## config.mk

```make
export PLATFORM = sky130hd
export DESIGN_NAME = dq_cmd_queue
export DESIGN_NICKNAME = d
export VERILOG_FILES = /design/src/sv/dq_pkg.sv /design/src/sv/dq_cmd_queue.sv
export SDC_FILE = /design/constraint.sdc
export NUM_CORES = 1
export LEC_CHECK = 0
export BUFFER_PORTS_ARGS = -buffer_cell sky130_fd_sc_hd__clkbuf_2
export CAP_MARGIN = 20
export CORE_ASPECT_RATIO = 1.5
export CORE_UTILIZATION = 25
export DETAILED_ROUTE_END_ITERATION = 8
export HOLD_SLACK_MARGIN = 0.06
export PLACE_DENSITY = 0.46
export SYNTH_ARGS = -nofsm -noshare
export SYNTH_HDL_FRONTEND = slang
export SYNTH_SLANG_ARGS = --single-unit
```

## constraint.sdc

```tcl
create_clock -name clock -period 2.7 [get_ports clock]
set_clock_uncertainty 0.15 [all_clocks]
set_input_delay 0.135 -clock clock [delete_from_list [all_inputs] [get_ports clock]]
set_output_delay 0.135 -clock clock [all_outputs]
set_load 0.05 [all_outputs]
```

## src/sv/dq_pkg.sv

```systemverilog
// Shared types and constants for the double-ended queue.
// No dependencies; imported by every module of the block.
package dq_pkg;

   localparam int DEPTH_DEFAULT      = 1024;
   localparam int DATA_WIDTH_DEFAULT = 32;
   localparam int REPLY_WIDTH        = 32;
   localparam int CMD_QUEUE_DEPTH    = 2;

   typedef enum logic [2:0] {
      OP_PUSH_BACK  = 3'd0,
      OP_PUSH_FRONT = 3'd1,
      OP_FRONT      = 3'd2,
      OP_BACK       = 3'd3,
      OP_SIZE       = 3'd4,
      OP_EMPTY      = 3'd5,
      OP_POP_FRONT  = 3'd6,
      OP_POP_BACK   = 3'd7
   } opcode_type;

   typedef enum logic [1:0] {
      ST_OK    = 2'd0,
      ST_EMPTY = 2'd1,
      ST_FULL  = 2'd2
   } status_type;

   typedef enum logic [1:0] {
      K_PUSH = 2'd0,
      K_READ = 2'd1,
      K_SIZE = 2'd2,
      K_TEST = 2'd3
   } cmd_kind_type;

   typedef struct packed {
      cmd_kind_type            kind;
      logic                    at_front;
      logic                    pop;
      logic [REPLY_WIDTH-1:0]  value;
   } cmd_type;

endpackage

```

## src/sv/dq_cmd_queue.sv

```systemverilog
// Short command queue between intake and execution.
// Depends on dq_pkg for the command type and its depth.
module dq_cmd_queue
   import dq_pkg::*;
(
   input  logic    clock,
   input  logic    reset,
   input  logic    wr_en,
   input  cmd_type wr_cmd,
   input  logic    rd_en,
   output logic    full,
   output logic    empty,
   output cmd_type rd_cmd
);

   localparam int PW = (CMD_QUEUE_DEPTH > 1) ? $clog2(CMD_QUEUE_DEPTH) : 1;
   localparam int NW = $clog2(CMD_QUEUE_DEPTH + 1);

   cmd_type         entry_ff [CMD_QUEUE_DEPTH];
   logic [PW-1:0]   wr_ptr_ff, wr_ptr_in;
   logic [PW-1:0]   rd_ptr_ff, rd_ptr_in;
   logic [NW-1:0]   fill_ff, fill_in;
   logic            do_wr, do_rd;

   assign full   = (fill_ff == NW'(CMD_QUEUE_DEPTH));
   assign empty  = (fill_ff == '0);
   assign rd_cmd = entry_ff[rd_ptr_ff];
   assign do_wr  = wr_en && !full;
   assign do_rd  = rd_en && !empty;

   always_comb begin
      wr_ptr_in = wr_ptr_ff;
      rd_ptr_in = rd_ptr_ff;
      fill_in   = fill_ff;
      if (do_wr) begin
         wr_ptr_in = (wr_ptr_ff == PW'(CMD_QUEUE_DEPTH - 1)) ? '0 : wr_ptr_ff + PW'(1);
      end
      if (do_rd) begin
         rd_ptr_in = (rd_ptr_ff == PW'(CMD_QUEUE_DEPTH - 1)) ? '0 : rd_ptr_ff + PW'(1);
      end
      if (do_wr && !do_rd) begin
         fill_in = fill_ff + NW'(1);
      end else if (do_rd && !do_wr) begin
         fill_in = fill_ff - NW'(1);
      end
   end

   always_ff @(posedge clock) begin
      if (reset) begin
         wr_ptr_ff <= '0;
         rd_ptr_ff <= '0;
         fill_ff   <= '0;
      end else begin
         wr_ptr_ff <= wr_ptr_in;
         rd_ptr_ff <= rd_ptr_in;
         fill_ff   <= fill_in;
      end
   end

   always_ff @(posedge clock) begin
      if (do_wr) begin
         entry_ff[wr_ptr_ff] <= wr_cmd;
      end
   end

endmodule

```

==> Word level (Yosys, flattened, before mapping) <==
Memories as Yosys holds them, arrays and structs flattened. A register that Yosys moved wholly into a read port is not among the register bits.
Index checks and enable logic that the tools add are counted.
{ "word_totals": {"mem_bits_rw": 72, "n_memories": 1, "input_bits": 40, "out_inout_bits": 38, "reg_bits": 4, "elab_cells": 27, "mem_bits_ro": 0, "latch_bits": 0} }
{ "classes": {"add_sub_neg": 4, "div_mod_pow": 0, "shifts": 0, "multipliers": 0, "n_lt_le_gt_ge": 0, "bitwise": 0, "eq_ne": 1, "mux": 8, "n_reduce_logical": 10} }
{ "memory_table": {"columns": ["name", "depth", "word_bits", "read_ports", "rd_ports_with_merged_regs", "write_ports", "line_no", "text"], "rows": [
  ["entry_ff", 2, 36, 1, 1, 1, "dq_cmd_queue.sv:19", "cmd_type entry_ff [CMD_QUEUE_DEPTH];"]
]} }
{ "op_table": {"columns": ["operator", "n"], "rows": [
  ["two-way mux 1 bit", 6],
  ["logical AND 1 bit", 4],
  ["logical NOT 1 bit", 4],
  ["two-way mux 2 bit", 2],
  ["adder 1 bit (second input constant)", 2],
  ["adder 2 x 1 -> 2 bit (second input constant)", 1],
  ["== test 2 bit (second input constant)", 1],
  ["logical NOT 2 bit", 1],
  ["nonzero test 2 bit", 1],
  ["subtractor 2 x 1 -> 2 bit (second input constant)", 1]
]} }

==> Logic depth before layout (Yosys ltp) <==
{ "depth": {"word_depth": 7, "mapped_depth": 6, "ltp_nobuf": 6} }

==> Worst setup path before layout <==
No wires, ideal clock.
{ "synth_path": {"kind": "register to register", "startpoint": "register fill_ff[1]", "endpoint": "memory entry_ff[0][0] (netlist bit) (enable)", "stages_incl_launch_ff": 4, "synth_period_minus_slack_ns": 2.181, "arrival_time_ns": 1.641, "required_ns": 2.159, "setup_time_ns": 0.391, "path_slack_ns": 0.519, "n_path_buf": 0, "cell_sequence": "dfxtp_1 nor2b_2 or3_1 inv_1"} }
{ "synth_between": {"elab_chain_len": 5} }
{ "synth_rtl": {"columns": ["item", "line_no", "text"], "rows": [
  ["start, declared", "dq_cmd_queue.sv:22", "logic [NW-1:0] fill_ff, fill_in;"],
  ["start signal, assigned", "dq_cmd_queue.sv:56", "fill_ff <= fill_in;"],
  ["== test 2 bit", "dq_cmd_queue.sv:25", "assign full = (fill_ff == NW'(CMD_QUEUE_DEPTH));"],
  ["via full", "dq_cmd_queue.sv:11", "output logic full,"],
  ["logical NOT 1 bit", "dq_cmd_queue.sv:28", "assign do_wr = wr_en && !full;"],
  ["logical AND 1 bit", "dq_cmd_queue.sv:28", null],
  ["two-way mux 1 bit", "dq_cmd_queue.sv:61", "if (do_wr) begin"],
  ["two-way mux 1 bit (not written as such)", "dq_cmd_queue.sv:62", "entry_ff[wr_ptr_ff] <= wr_cmd;"],
  ["end, declared", "dq_cmd_queue.sv:19", null]
]} }
The timed path passes the listed nets, and every way through them passes these cells.

==> results.sh <==
export IMPL_status="finished clean"
export IMPL_n_antenna_cell=0
export IMPL_die_y_um=132
export IMPL_via_per_inst=3.88
export IMPL_hpwl_um=3470
export IMPL_cts_setup_buffers=0
export IMPL_grt_pass1_wl_um=8420
export IMPL_antenna_found_initial=0
export IMPL_power_share_switching=0.369
export IMPL_via_count=1612
export IMPL_critical_path_class="register to output pin"
export IMPL_gr_total_overflow=0
export IMPL_drt_pass1_iter_count=4
export IMPL_cts_num_sinks=77
export IMPL_relSlewSlack=0.651
export IMPL_drt_wirelength_per_cell_um=13.0
export IMPL_fin_tns_setup_ns=0
export IMPL_combPwrFrac=0.353
export IMPL_start_util=0.255
export IMPL_cts_tree="yes"
export IMPL_grt_start_max_net_pins=37
export IMPL_drive_gt1_frac=0.489
export IMPL_leakagePower_nw=1.54
export IMPL_ir_worst_vdd_uv=466
export IMPL_setup_viol=0
export IMPL_ys_ff_latch=77
export IMPL_drv_cap=0
export IMPL_hold_viol=0
export IMPL_power_frac_clock=0.259
export IMPL_port_buffer_count=77
export IMPL_rsz0062_at_grt="no"
export IMPL_wl_um=5380
export IMPL_grt_usage=0.100
export IMPL_cts_buffer_depth=2
export IMPL_start_kind="register"
export IMPL_cts_made_buffers=9
export IMPL_synthDistinctLibCells=14
export IMPL_max_freq_mhz=477
export IMPL_fin_util=0.369
export IMPL_ys_seq_area_frac=0.806
export IMPL_area_delta_synth_final_pct=44.6
export IMPL_ant_nets=0
export IMPL_first_iter_violations=102
export IMPL_worst_slew_pin_slew_ns=0.524
export IMPL_hold_path_class="input pin to register"
export IMPL_dp_cells=360
export IMPL_power_internal_mw=2.59
export IMPL_synth_avg_cell_area_um2=20.5
export IMPL_placementRows=47
export IMPL_seqPwrFrac=0.388
export IMPL_yosysWarnings=0
export IMPL_syn_area_um2=2810
export IMPL_fin_crit_sh=0.777
export IMPL_period_needed_ns=2.10
export IMPL_core_um2=11000
export IMPL_num_io_pins=78
export IMPL_required_ns=2.41
export IMPL_worstPathArrival_ns=1.81
export IMPL_synth_cells=137
export IMPL_fillers=1085
export IMPL_htreeDepth=3
export IMPL_p_sw_mw=1.51
export IMPL_layout_nets=304
export IMPL_drc_errors=0
export IMPL_gp_congestion=0.657
export IMPL_cts_root_buf="clkbuf_16"
export IMPL_postSynthNetCount=178
export IMPL_dieArea_um2=11700
export IMPL_first_global_vias=1728
export IMPL_cp_max_fo=19
export IMPL_p_per_area_nw_per_um2=1010
export IMPL_endpoint_kind="output pin"
export IMPL_layout_cells_non_filler=415
export IMPL_clock_latency_ns=0.32
export IMPL_die_w_um=88.5
export IMPL_cts_clk_slew_worst_paths_ns=0.05
export IMPL_finalMaxSlewViolations=0
## final timing paths
| path | from | to | slack (ns) | depth (start not counted) |
|---|---|---|---|---|
| setup reg to reg | fill_ff[0] | entry_ff[0][22] | 0.84 | 4 |
| hold reg to reg | rd_ptr_ff | rd_ptr_ff | 0.36 | 2 |
| setup / recovery | register | rd_cmd[5] | 0.60 | 3 |
| hold / removal | wr_en | fill_ff[0] | 0.30 | 6 |
## logic make-up after synthesis
kind of cell,after synthesis,share of synthesized area
compound gates,5,0.00891
buf+inv,6,0.0107
xor+xnor,3,0.00936
simple gates,9,0.0165
flops,77,0.806
mux,36,0.144
fa+ha+maj,1,0.00446
## synth_stat cells, drive strengths merged
cell,n,share of area
a21oi,2,0.0036
o21ai,3,0.0053
edfxtp,72,0.77
inv,2,0.0027
xor2,3,0.0094
dfxtp,5,0.036
or3,2,0.0045
and2,1,0.0022
nor2,5,0.0067
nor2b,1,0.0031
buf,4,0.0080
ha,1,0.0045
mux2,36,0.14
## metal layers
layer	track usage	up-vias	wire [um]
met5	0	-	0
met4	0.0591	0	106
met3	0.0338	9	208
met2	0.166	42	2710
met1	0.109	778	2350
li1	-	783	-
## registers in the layout, indices dropped and copies added (netlist names), named ones only
register	cells
entry_ff	72
fill_ff	2
rd_ptr_ff	1
wr_ptr_ff	1
## cell usage in the layout, fill, tap and decap left out, types with 3 or more instances in the layout
master / synthesis / final
edfxtp_1: 72 / 72
dlygate4sd3_1: 0 / 39
xor2_1: 3 / 3
o21ai_0: 3 / 3
dfxtp_1: 5 / 4
clkbuf_2: 0 / 77
mux2_2: 36 / 36
clkbuf_1: 0 / 4
nor2_1: 5 / 5
clkbuf_16: 0 / 9
## worst max-delay path: stages, from the launching register on
cell and delay [ns]:
dfxtp_2 0.64, buf_12 0.24, mux2_2 0.36, clkbuf_2 0.24
## power groups by stage
stage                     Sequential, mW  Combinational, mW  Clock, mW
final                               1.59               1.45       1.06
after global routing                1.61               1.52       1.15
after CTS                           1.60               1.47       1.11
after detailed placement            1.62               1.42          0
after global placement              1.62               1.42          0
after floorplan                     1.57               1.13          0
## stage by stage
step	cell area (um^2)	hold slack, ns	power, mW	setup WS, ns
2_1_floorplan	2810	0.0541	2.69	0.519
3_3_place_gp	3400	0.176	3.04	0.842
3_5_place_dp	3400	0.180	3.04	0.814
4_1_cts	4060	0.289	4.17	0.540
5_1_grt	4060	0.382	4.28	0.492
6_report	4060	0.297	4.10	0.603
## area by class of cell
type / instances / area (um^2) / share of cell area
Sequential cell: 77 / 2260 / 0.558
Timing Repair Buffer: 119 / 823 / 0.203
Multi-Input combinational cell: 54 / 517 / 0.127
Clock buffer: 14 / 254 / 0.0626
Tap cell: 147 / 184 / 0.0453
Clock inverter: 2 / 10.0 / 0.00247
Inverter: 2 / 7.51 / 0.00185
## what timing repair did
action / CTS / global route
hold buffers: 39 / 0
setup endpoints to repair: 0 / 0
resized for setup: 0 / 0
hold endpoints to repair: 77 / 0
No activity file was read; power rests on OpenSTA's default activity.
